**src/rtl/core/imu_gbr_pkg.sv**
```systemverilog
package imu_gbr_pkg;

	localparam int CAL_SAMPLES = 2000;
	localparam int BURST_BYTES = 14;
	localparam int HELD_BYTES  = BURST_BYTES - 1;
	localparam int NUM_WORDS   = BURST_BYTES / 2;
	localparam int POS_W       = $clog2(BURST_BYTES + 1);
	localparam int HIDX_W      = $clog2(HELD_BYTES);
	localparam int SUM_W       = 16 + $clog2(CAL_SAMPLES);
	localparam int CNT_W       = $clog2(CAL_SAMPLES + 1);
	localparam int RECIP_SHIFT = SUM_W + $clog2(CAL_SAMPLES);
	localparam int RECIP_W     = SUM_W + 1;
	localparam int PROD_W      = SUM_W + RECIP_W;
	localparam logic [RECIP_W-1:0] RECIP_MUL = RECIP_W'(
		((longint'(1) << RECIP_SHIFT) + longint'(CAL_SAMPLES) - 1) / longint'(CAL_SAMPLES));
	localparam int QDEPTH      = 4;
	localparam int QPTR_W      = $clog2(QDEPTH);

	typedef enum logic [1:0] {
		OP_BURST_START = 2'd0,
		OP_DATA        = 2'd1,
		OP_CAL_START   = 2'd2
	} opcode_t;

	typedef enum logic {
		CMD_FRAME,
		CMD_CAL_START
	} cmd_kind_t;

	typedef logic signed [15:0]      word_t;
	typedef logic signed [SUM_W-1:0] sum_t;

	typedef struct packed {
		cmd_kind_t                 kind;
		word_t [NUM_WORDS-1:0]     words;
	} cmd_t;

	typedef struct packed {
		word_t accel_x;
		word_t accel_y;
		word_t accel_z;
		word_t temperature;
		word_t rate_x;
		word_t rate_y;
		word_t rate_z;
		logic  is_calibrated;
		logic  in_calibration;
	} result_t;

endpackage

```
**src/rtl/core/imu_gbr_in_if.sv**
```systemverilog
interface imu_gbr_in_if;
	logic       valid;
	logic       ready;
	logic [1:0] opcode;
	logic [7:0] data_byte;

	modport source(output valid, output opcode, output data_byte, input ready);
	modport sink(input valid, input opcode, input data_byte, output ready);
endinterface

```
**src/rtl/core/imu_gbr_out_if.sv**
```systemverilog
interface imu_gbr_out_if;
	logic               valid;
	logic               ready;
	logic signed [15:0] accel_x;
	logic signed [15:0] accel_y;
	logic signed [15:0] accel_z;
	logic signed [15:0] temperature;
	logic signed [15:0] rate_x;
	logic signed [15:0] rate_y;
	logic signed [15:0] rate_z;
	logic               is_calibrated;
	logic               in_calibration;

	modport source(
		output valid, output accel_x, output accel_y, output accel_z, output temperature,
		output rate_x, output rate_y, output rate_z, output is_calibrated,
		output in_calibration, input ready
	);
	modport sink(
		input valid, input accel_x, input accel_y, input accel_z, input temperature,
		input rate_x, input rate_y, input rate_z, input is_calibrated,
		input in_calibration, output ready
	);
endinterface

```
**src/rtl/core/imu_gbr_front.sv**
```systemverilog
module imu_gbr_front (
	input  logic               clk,
	input  logic               arst_n,
	imu_gbr_in_if.sink         burst,
	output logic               push,
	output imu_gbr_pkg::cmd_t  push_cmd,
	input  logic               full
);
	import imu_gbr_pkg::*;

	logic [POS_W-1:0] pos_q;
	logic [7:0]       held_q [HELD_BYTES];
	logic [7:0]       frame [BURST_BYTES];
	logic             accept;
	opcode_t          op;

	assign burst.ready = !full;
	assign accept      = burst.valid && burst.ready;
	assign op          = opcode_t'(burst.opcode);

	always_comb begin
		for (int i = 0; i < HELD_BYTES; i++) begin
			frame[i] = held_q[i];
		end
		frame[HELD_BYTES] = burst.data_byte;
	end

	always_comb begin
		push_cmd.kind = CMD_FRAME;
		for (int i = 0; i < NUM_WORDS; i++) begin
			push_cmd.words[i] = word_t'({frame[2*i], frame[2*i+1]});
		end
		push = 1'b0;
		unique case (op)
			OP_DATA: begin
				push = accept && (pos_q == POS_W'(HELD_BYTES));
			end
			OP_CAL_START: begin
				push          = accept;
				push_cmd.kind = CMD_CAL_START;
			end
			default: begin
				push = 1'b0;
			end
		endcase
	end

	always_ff @(posedge clk or negedge arst_n) begin
		if (!arst_n) begin
			pos_q <= '0;
		end else if (accept) begin
			unique case (op)
				OP_BURST_START: begin
					pos_q <= '0;
				end
				OP_DATA: begin
					if (pos_q < POS_W'(BURST_BYTES)) begin
						pos_q <= pos_q + 1'b1;
					end
				end
				default: begin
					pos_q <= pos_q;
				end
			endcase
		end
	end

	always_ff @(posedge clk) begin
		if (accept && op == OP_DATA && pos_q < POS_W'(HELD_BYTES)) begin
			held_q[pos_q[HIDX_W-1:0]] <= burst.data_byte;
		end
	end

endmodule

```
**src/rtl/core/imu_gbr_fifo.sv**
```systemverilog
module imu_gbr_fifo (
	input  logic               clk,
	input  logic               arst_n,
	input  logic               push,
	input  imu_gbr_pkg::cmd_t  push_cmd,
	output logic               full,
	input  logic               pop,
	output imu_gbr_pkg::cmd_t  pop_cmd,
	output logic               empty
);
	import imu_gbr_pkg::*;

	cmd_t              mem_q [QDEPTH];
	logic [QPTR_W-1:0] wr_q;
	logic [QPTR_W-1:0] rd_q;
	logic [QPTR_W:0]   cnt_q;

	assign full    = (cnt_q == (QPTR_W+1)'(QDEPTH));
	assign empty   = (cnt_q == '0);
	assign pop_cmd = mem_q[rd_q];

	always_ff @(posedge clk or negedge arst_n) begin
		if (!arst_n) begin
			wr_q  <= '0;
			rd_q  <= '0;
			cnt_q <= '0;
		end else begin
			if (push) begin
				wr_q <= wr_q + 1'b1;
			end
			if (pop) begin
				rd_q <= rd_q + 1'b1;
			end
			if (push && !pop) begin
				cnt_q <= cnt_q + 1'b1;
			end else if (pop && !push) begin
				cnt_q <= cnt_q - 1'b1;
			end
		end
	end

	always_ff @(posedge clk) begin
		if (push) begin
			mem_q[wr_q] <= push_cmd;
		end
	end

endmodule

```
**src/rtl/core/imu_gbr_div.sv**
```systemverilog
module imu_gbr_div (
	input  logic                      clk,
	input  logic                      arst_n,
	input  logic                      start,
	input  imu_gbr_pkg::sum_t [2:0]   sums,
	output logic                      busy,
	output logic                      done,
	output imu_gbr_pkg::word_t [2:0]  quot
);
	import imu_gbr_pkg::*;

	logic [SUM_W-1:0]  mag_q [3];
	logic [PROD_W-1:0] prod_q [3];
	logic              neg_q [3];
	logic              busy_q;
	logic              done_q;
	logic [15:0]       quot_mag [3];

	assign busy = busy_q || done_q;
	assign done = done_q;

	always_comb begin
		for (int i = 0; i < 3; i++) begin
			quot_mag[i] = prod_q[i][RECIP_SHIFT +: 16];
			quot[i]     = neg_q[i] ? word_t'(-quot_mag[i]) : word_t'(quot_mag[i]);
		end
	end

	always_ff @(posedge clk or negedge arst_n) begin
		if (!arst_n) begin
			busy_q <= 1'b0;
			done_q <= 1'b0;
		end else begin
			done_q <= 1'b0;
			if (start) begin
				busy_q <= 1'b1;
			end else if (busy_q) begin
				busy_q <= 1'b0;
				done_q <= 1'b1;
			end
		end
	end

	always_ff @(posedge clk) begin
		for (int i = 0; i < 3; i++) begin
			if (start) begin
				neg_q[i] <= sums[i][SUM_W-1];
				mag_q[i] <= sums[i][SUM_W-1] ? SUM_W'(-sums[i]) : SUM_W'(sums[i]);
			end else if (busy_q) begin
				prod_q[i] <= {{RECIP_W{1'b0}}, mag_q[i]} * {{SUM_W{1'b0}}, RECIP_MUL};
			end
		end
	end

endmodule

```
**src/rtl/core/imu_gbr_back.sv**
```systemverilog
module imu_gbr_back (
	input  logic               clk,
	input  logic               arst_n,
	input  imu_gbr_pkg::cmd_t  pop_cmd,
	input  logic               empty,
	output logic               pop,
	imu_gbr_out_if.source      sample
);
	import imu_gbr_pkg::*;

	sum_t [2:0]       sums_q;
	sum_t [2:0]       new_sums;
	word_t [2:0]      offsets_q;
	word_t [2:0]      quot;
	logic [CNT_W-1:0] count_q;
	logic             calibrating_q;
	logic             calibrated_q;
	logic             out_valid_q;
	result_t          result_q;
	logic             can_load;
	logic             last;
	logic             applied;
	logic             div_start;
	logic             div_busy;
	logic             div_done;
	logic             is_frame;

	imu_gbr_div u_div (
		.clk   (clk),
		.arst_n(arst_n),
		.start (div_start),
		.sums  (new_sums),
		.busy  (div_busy),
		.done  (div_done),
		.quot  (quot)
	);

	assign can_load  = !out_valid_q || sample.ready;
	assign is_frame  = (pop_cmd.kind == CMD_FRAME);
	assign pop       = !empty && !div_busy && (can_load || !is_frame);
	assign last      = (count_q == CNT_W'(CAL_SAMPLES - 1));
	assign applied   = calibrated_q && !calibrating_q;
	assign div_start = pop && is_frame && calibrating_q && last;

	always_comb begin
		for (int i = 0; i < 3; i++) begin
			new_sums[i] = sums_q[i] + sum_t'(pop_cmd.words[4+i]);
		end
	end

	always_ff @(posedge clk or negedge arst_n) begin
		if (!arst_n) begin
			sums_q        <= '0;
			offsets_q     <= '0;
			count_q       <= '0;
			calibrating_q <= 1'b0;
			calibrated_q  <= 1'b0;
			out_valid_q   <= 1'b0;
		end else begin
			if (div_done) begin
				offsets_q <= quot;
			end
			if (pop) begin
				unique case (pop_cmd.kind)
					CMD_CAL_START: begin
						sums_q        <= '0;
						count_q       <= '0;
						calibrated_q  <= 1'b0;
						calibrating_q <= 1'b1;
					end
					CMD_FRAME: begin
						if (calibrating_q) begin
							sums_q  <= new_sums;
							count_q <= count_q + 1'b1;
							if (last) begin
								calibrating_q <= 1'b0;
								calibrated_q  <= 1'b1;
							end
						end
					end
				endcase
			end
			if (pop && is_frame) begin
				out_valid_q <= 1'b1;
			end else if (sample.ready) begin
				out_valid_q <= 1'b0;
			end
		end
	end

	always_ff @(posedge clk) begin
		if (pop && is_frame) begin
			result_q.accel_x        <= pop_cmd.words[0];
			result_q.accel_y        <= pop_cmd.words[1];
			result_q.accel_z        <= pop_cmd.words[2];
			result_q.temperature    <= pop_cmd.words[3];
			result_q.rate_x         <= applied ? pop_cmd.words[4] - offsets_q[0]
			                                   : pop_cmd.words[4];
			result_q.rate_y         <= applied ? pop_cmd.words[5] - offsets_q[1]
			                                   : pop_cmd.words[5];
			result_q.rate_z         <= applied ? pop_cmd.words[6] - offsets_q[2]
			                                   : pop_cmd.words[6];
			result_q.is_calibrated  <= applied;
			result_q.in_calibration <= calibrating_q;
		end
	end

	assign sample.valid          = out_valid_q;
	assign sample.accel_x        = result_q.accel_x;
	assign sample.accel_y        = result_q.accel_y;
	assign sample.accel_z        = result_q.accel_z;
	assign sample.temperature    = result_q.temperature;
	assign sample.rate_x         = result_q.rate_x;
	assign sample.rate_y         = result_q.rate_y;
	assign sample.rate_z         = result_q.rate_z;
	assign sample.is_calibrated  = result_q.is_calibrated;
	assign sample.in_calibration = result_q.in_calibration;

endmodule

```
**src/rtl/core/imu_frame_gyro_bias_removal.sv**
```systemverilog
// The burst channel carries one item per transfer: a burst start, a sensor byte or a
// start-calibration command. Fourteen bytes, high byte first, make one frame of three
// accelerometer words, a temperature word and three gyro words.
// The sample channel delivers one result per complete frame. The result of the
// fourteenth byte passes through the command queue and the output register; bytes are
// taken at one per cycle while the queue is not full.
// A four-entry command queue separates byte assembly from the calibration and output
// logic. When the last calibration frame is processed, the offsets are computed by a
// reciprocal multiplication over the gyro sums, which holds the queue while the divider
// is busy; the burst channel keeps taking bytes until the queue is full.
// After reset the byte position is zero, no calibration is running and the gyro words
// are passed through unchanged.
// When the receiver stalls, the current result is held in the output register, the
// queue absorbs up to four further frames or commands, and then the burst channel
// deasserts ready until space is free again.
module imu_frame_gyro_bias_removal (
	input  logic          clk,
	input  logic          arst_n,
	imu_gbr_in_if.sink    burst,
	imu_gbr_out_if.source sample
);
	import imu_gbr_pkg::*;

	logic push;
	logic full;
	logic pop;
	logic empty;
	cmd_t push_cmd;
	cmd_t pop_cmd;

	imu_gbr_front u_front (
		.clk     (clk),
		.arst_n  (arst_n),
		.burst   (burst),
		.push    (push),
		.push_cmd(push_cmd),
		.full    (full)
	);

	imu_gbr_fifo u_fifo (
		.clk     (clk),
		.arst_n  (arst_n),
		.push    (push),
		.push_cmd(push_cmd),
		.full    (full),
		.pop     (pop),
		.pop_cmd (pop_cmd),
		.empty   (empty)
	);

	imu_gbr_back u_back (
		.clk    (clk),
		.arst_n (arst_n),
		.pop_cmd(pop_cmd),
		.empty  (empty),
		.pop    (pop),
		.sample (sample)
	);

endmodule

```
**src/flat_wrapper.sv**
```systemverilog
// flat-port wrapper written by rule: the top's interface ports become plain ports
module imu_frame_gyro_bias_removal_flat import imu_gbr_pkg::*;
  (clk, arst_n, burst_valid, burst_opcode, burst_data_byte, burst_ready, sample_valid, sample_accel_x, sample_accel_y, sample_accel_z, sample_temperature, sample_rate_x, sample_rate_y, sample_rate_z, sample_is_calibrated, sample_in_calibration, sample_ready);
  imu_gbr_in_if burst_i ();
  imu_gbr_out_if sample_i ();
  input  logic clk;
  input  logic arst_n;
  input wire logic [$bits(burst_i.valid)-1:0] burst_valid;
  input wire logic [$bits(burst_i.opcode)-1:0] burst_opcode;
  input wire logic [$bits(burst_i.data_byte)-1:0] burst_data_byte;
  output wire logic [$bits(burst_i.ready)-1:0] burst_ready;
  output wire logic [$bits(sample_i.valid)-1:0] sample_valid;
  output wire logic [$bits(sample_i.accel_x)-1:0] sample_accel_x;
  output wire logic [$bits(sample_i.accel_y)-1:0] sample_accel_y;
  output wire logic [$bits(sample_i.accel_z)-1:0] sample_accel_z;
  output wire logic [$bits(sample_i.temperature)-1:0] sample_temperature;
  output wire logic [$bits(sample_i.rate_x)-1:0] sample_rate_x;
  output wire logic [$bits(sample_i.rate_y)-1:0] sample_rate_y;
  output wire logic [$bits(sample_i.rate_z)-1:0] sample_rate_z;
  output wire logic [$bits(sample_i.is_calibrated)-1:0] sample_is_calibrated;
  output wire logic [$bits(sample_i.in_calibration)-1:0] sample_in_calibration;
  input wire logic [$bits(sample_i.ready)-1:0] sample_ready;
  assign burst_i.valid = burst_valid;
  assign burst_i.opcode = burst_opcode;
  assign burst_i.data_byte = burst_data_byte;
  assign burst_ready = burst_i.ready;
  assign sample_valid = sample_i.valid;
  assign sample_accel_x = sample_i.accel_x;
  assign sample_accel_y = sample_i.accel_y;
  assign sample_accel_z = sample_i.accel_z;
  assign sample_temperature = sample_i.temperature;
  assign sample_rate_x = sample_i.rate_x;
  assign sample_rate_y = sample_i.rate_y;
  assign sample_rate_z = sample_i.rate_z;
  assign sample_is_calibrated = sample_i.is_calibrated;
  assign sample_in_calibration = sample_i.in_calibration;
  assign sample_i.ready = sample_ready;
  imu_frame_gyro_bias_removal u_core (.clk(clk), .arst_n(arst_n), .burst(burst_i), .sample(sample_i));
endmodule
```
**config.mk**
```make
export PLATFORM = sky130hd
export DESIGN_NAME = imu_frame_gyro_bias_removal_flat
export DESIGN_NICKNAME = d
export VERILOG_FILES = /design/src/rtl/core/imu_gbr_pkg.sv /design/src/rtl/core/imu_gbr_in_if.sv /design/src/rtl/core/imu_gbr_out_if.sv /design/src/rtl/core/imu_gbr_front.sv /design/src/rtl/core/imu_gbr_fifo.sv /design/src/rtl/core/imu_gbr_div.sv /design/src/rtl/core/imu_gbr_back.sv /design/src/rtl/core/imu_frame_gyro_bias_removal.sv /design/src/flat_wrapper.sv
export SDC_FILE = /design/constraint.sdc
export NUM_CORES = 2
export LEC_CHECK = 0
export BUFFER_PORTS_ARGS = -buffer_cell sky130_fd_sc_hd__buf_2
export CAP_MARGIN = 20
export CORE_UTILIZATION = 29
export CTS_CLUSTER_DIAMETER = 40
export CTS_CLUSTER_SIZE = 20
export DETAILED_ROUTE_END_ITERATION = 6
export GPL_TIMING_DRIVEN = 0
export HOLD_SLACK_MARGIN = 0.05
export MAX_ROUTING_LAYER = met4
export PLACE_DENSITY = 0.44
export SLEW_MARGIN = 20
export SYNTH_ARGS = -nofsm -noshare
export SYNTH_HDL_FRONTEND = slang
export SYNTH_SLANG_ARGS = --single-unit
```
**constraint.sdc**
```tcl
create_clock -name clk -period 32.6 [get_ports clk]
set_clock_uncertainty 0.15 [all_clocks]
set_input_delay 3.26 -clock clk [delete_from_list [all_inputs] [get_ports clk]]
set_output_delay 3.26 -clock clk [all_outputs]
set_load 0.02 [all_outputs]
```
==> run metrics <==
status finished clean; Peak VDD IR 0.00005798 V; nets 8052; crit path cell chain ha_1 -> inv_1 -> fa_1 -> inv_1 -> ha_1 -> inv_1 -> fa_1 -> fa_1 -> inv_1 -> fa_1 -> inv_1 -> fa_1 -> inv_1 -> ha_1 -> nand4_1 -> nor4_1 -> nand2_1 -> a211oi_1 -> o41ai_1 -> a21boi_0 -> o31a_1 -> a31o_2 -> a21oi_1 -> xnor2_1; I/O Pins 130; Synth Warn # 0; row count 184; critical path required time 32.92 ns; worst relative slew slack 0.2792; HP Class reg -> reg; core box area 251600 sq um; leakage power 37.55 nW; synthesized cell area 73470 sq um; Post-Syn Area per Cell 12.15 sq um; area delta synth->final 14.17%; Syn Nets 7740; critical path's largest stage delay 0.67 ns; Clk pin slew, worst setup/hold paths 0.06 ns; Synth Register Bits 958; post-CTS setup buffer count 0; clock sink count 958; CP Capture Type flip-flop; GRT overflow 0; Cell variety after synth 77; CP max stage cell edfxtp_1; max cap viols 0; CTS H-tree depth 4; final weighted congestion of routability-driven global placement 0.8604; post-DP HPWL 157.3 mm; CP Launch Type flip-flop; Fillers 25027; worst slack at placement 24.73 ns; buffers added on ports 129; cts hold-fix bufs 0; CTS Root Cell clkbuf_16; Via density 4.557; CP Class reg -> reg; vias in the first global route 48270; RSZ-0062 raised after global routing no; Worst Tran Pin Value 1.077 ns; Initial Util 0.2920; Vias 44782; Die Area 255300 sq um; share of cells above drive strength 1 0.08910; Iter 0 DRT Violations 2167; final WL 198.3 mm; worst-skew pair later-pin latency 0.76 ns; 1st-pass router iterations 5; die height 505.3 microns; register area share after synthesis 0.3809; Final setup viols 0; Post-synth EDFFs 802; crit share post-route 0.2353; Mapped Cells 6046; GRT Total Usage 0.1629; cts bufs inserted 146; max frequency 130.4 MHz; post-cts resize count 0; residual DRC count 0; Final Cell Area 83870 sq um; Final min period 7.670 ns; first-pass GRT wire length 303.8 mm; largest net degree at the start of global routing 79; P per Cell Area 66.26 nW/um^2; initial antenna violation count 8; CP max FO 8; drt wl/cell 20.18 microns; Max Slew Vio Count 0; setup TNS 0 ns; count of final hold-check violations 0; CP most frequent cell inv_1; Max clock buf depth 3; Die X 505.3 microns; CTS tree yes; ANT nets after route 0; async set-reset flop share out of synthesis 0.1628; Post-synth top flop edfxtp_1; Post-DP Area 78870 sq um; arrival time worst endpoint 7.99 ns; PnR worst setup slack 24.93 ns
-- per-layer routing --
layer	vias to the layer above	global-route usage	routed length [microns]
met5	-	-	0
met4	0	0.03397	3531
met3	203	0.02329	7331
met2	633	0.2698	96520
met1	22749	0.2112	90930
li1	21197	-	-
-- worst paths after layout --
kind | from | endpoint | slack [ns] | cells past startpoint
max in group asynchronous | arst_n | u_core.u_back.offsets_q[17]$_DFFE_PN0P_ | 29.41 | 2
worst max register to register | u_core.u_back.u_div.mag_q[0][12]$_DFFE_PP_ | u_core.u_back.u_div.prod_q[0][52]$_DFFE_PP_ | 24.93 | 24
worst max-delay path | u_core.u_back.u_div.mag_q[0][12]$_DFFE_PP_ | u_core.u_back.u_div.prod_q[0][52]$_DFFE_PP_ | 24.93 | 24
worst min-delay path | u_core.u_back.count_q[10]$_DFFE_PN0P_ | u_core.u_back.count_q[10]$_DFFE_PN0P_ | 0.33 | 1
worst min register to register | u_core.u_back.count_q[10]$_DFFE_PN0P_ | u_core.u_back.count_q[10]$_DFFE_PN0P_ | 0.33 | 1
min in group asynchronous | arst_n | u_core.u_back.sums_q[26]$_DFFE_PN0P_ | 2.17 | 1
-- flip-flops by register name, summed over array words and instances, names as in the netlist, 2 cells and up --
| register | flops |
|---|---|
| u_core.u_back.sample.rate_x | 16 |
| u_core.u_back.offsets_q | 48 |
| u_core.u_back.u_div.prod_q | 48 |
| u_core.u_front.held_q | 104 |
| u_core.u_back.sample.accel_y | 16 |
| u_core.u_front.pos_q | 4 |
| u_core.u_back.sample.accel_z | 16 |
| u_core.u_fifo.rd_q | 2 |
| u_core.u_fifo.mem_q | 452 |
| u_core.u_back.u_div.neg_q | 3 |
| u_core.u_back.u_div.mag_q | 81 |
| u_core.u_back.sample.temperature | 16 |
| u_core.u_fifo.wr_q | 2 |
| u_core.u_back.sample.accel_x | 16 |
| u_core.u_fifo.cnt_q | 3 |
| u_core.u_back.count_q | 11 |
| u_core.u_back.sums_q | 81 |
| u_core.u_back.sample.rate_y | 16 |
| u_core.u_back.sample.rate_z | 16 |
-- worst max-delay path: cells and delay by family (launching register included) --
kind	cells	cell delay, ns
adder cells (fa/ha/maj)	8	3.56
XOR/XNOR	1	0.12
flip-flops	1	0.67
AND/OR/NAND/NOR	3	0.88
AO/OA/AOI/OAI	6	1.70
buffers and inverters	6	0.33
-- metrics by stage --
| stage | utilization | hold slack [ns] | power (mW) | std cells |
|---|---|---|---|---|
| final | 0.3333 | 0.3341 | 5.558 | 9827 |
| after global placement | 0.3112 | 0.3195 | 4.046 | 9523 |
| after floorplan | - | 0.2929 | 3.302 | 6046 |
| after CTS | 0.3333 | 0.3282 | 5.643 | 9824 |
| after detailed placement | 0.3135 | 0.3278 | 4.045 | 9558 |
| after global routing | 0.3333 | 0.3474 | 5.901 | 9826 |
-- cell usage after synthesis, drive strengths merged, types with 8 or more instances --
library cell,count,area share
a211o,8,0.00095
a211oi,16,0.0016
a21boi,9,0.00092
a21o,89,0.0091
a21oi,186,0.013
a22o,63,0.0075
a31oi,23,0.0020
and2,30,0.0026
and3,39,0.0033
buf,20,0.0011
clkbuf,80,0.0041
dfrtp,156,0.053
edfxtp,802,0.33
fa,682,0.19
ha,998,0.17
inv,1372,0.070
mux2i,12,0.0016
mux4,113,0.035
nand2,248,0.013
nand2b,26,0.0022
nand3,56,0.0038
nand4,28,0.0024
nor2,139,0.0071
nor2b,33,0.0028
nor3,52,0.0036
nor4,10,0.00085
o211ai,13,0.0013
o21a,31,0.0032
o21ai,231,0.016
o21bai,14,0.0014
o31ai,37,0.0038
o41ai,13,0.0017
or2,13,0.0011
or3,24,0.0020
or4,18,0.0019
xnor2,154,0.018
xor2,110,0.013
-- layout by cell type (no fill, tap or decap), types with 31 or more instances in the layout --
cell       netlist  routed
and3_1          39      38
inv_1         1372    1372
a21o_1          89      89
fa_1           682     682
edfxtp_1       802     802
mux4_2         113     113
dfrtp_1        156     156
xor2_1         110     110
buf_2            0     131
a21oi_1        186     186
nor2b_1         33      33
clkbuf_16        0     151
o21a_1          31      31
o21ai_0        228     228
nor2_1         139     139
ha_1           998     998
o31ai_1         37      37
nand3_1         56      56
clkbuf_1        80      82
nand2_1        248     248
xnor2_1        154     154
nor3_1          51      50
a22o_1          63      63
-- layout make-up --
cell class | count | area, sq um | area share
multi-input combinational | 3615 | 39970 | 0.4765
sequential | 958 | 27990 | 0.3337
inverter | 1373 | 5154 | 0.06145
tap | 3348 | 4189 | 0.04994
clock buffer | 159 | 3839 | 0.04577
timing repair buffer | 164 | 1184 | 0.01411
clock inverter | 107 | 1154 | 0.01375
buffer | 100 | 392.9 | 0.004684
antenna | 3 | 7.507 | 0.00008951
-- cells by family after synthesis --
family,share of synthesized area
AO/OA/AOI/OAI,0.07000
multiplexers,0.03704
XOR/XNOR,0.03147
flip-flops,0.3809
AND/OR/NAND/NOR,0.04937
buffers and inverters,0.07536
adder cells (fa/ha/maj),0.3558
-- power by group --
part / total, mW / internal, mW / switching, mW
Clock: 1.57 / 0.942 / 0.624
Combinational: 2.32 / 0.866 / 1.45
Sequential: 1.67 / 1.59 / 0.0770
(Power assumes the default switching activity.)
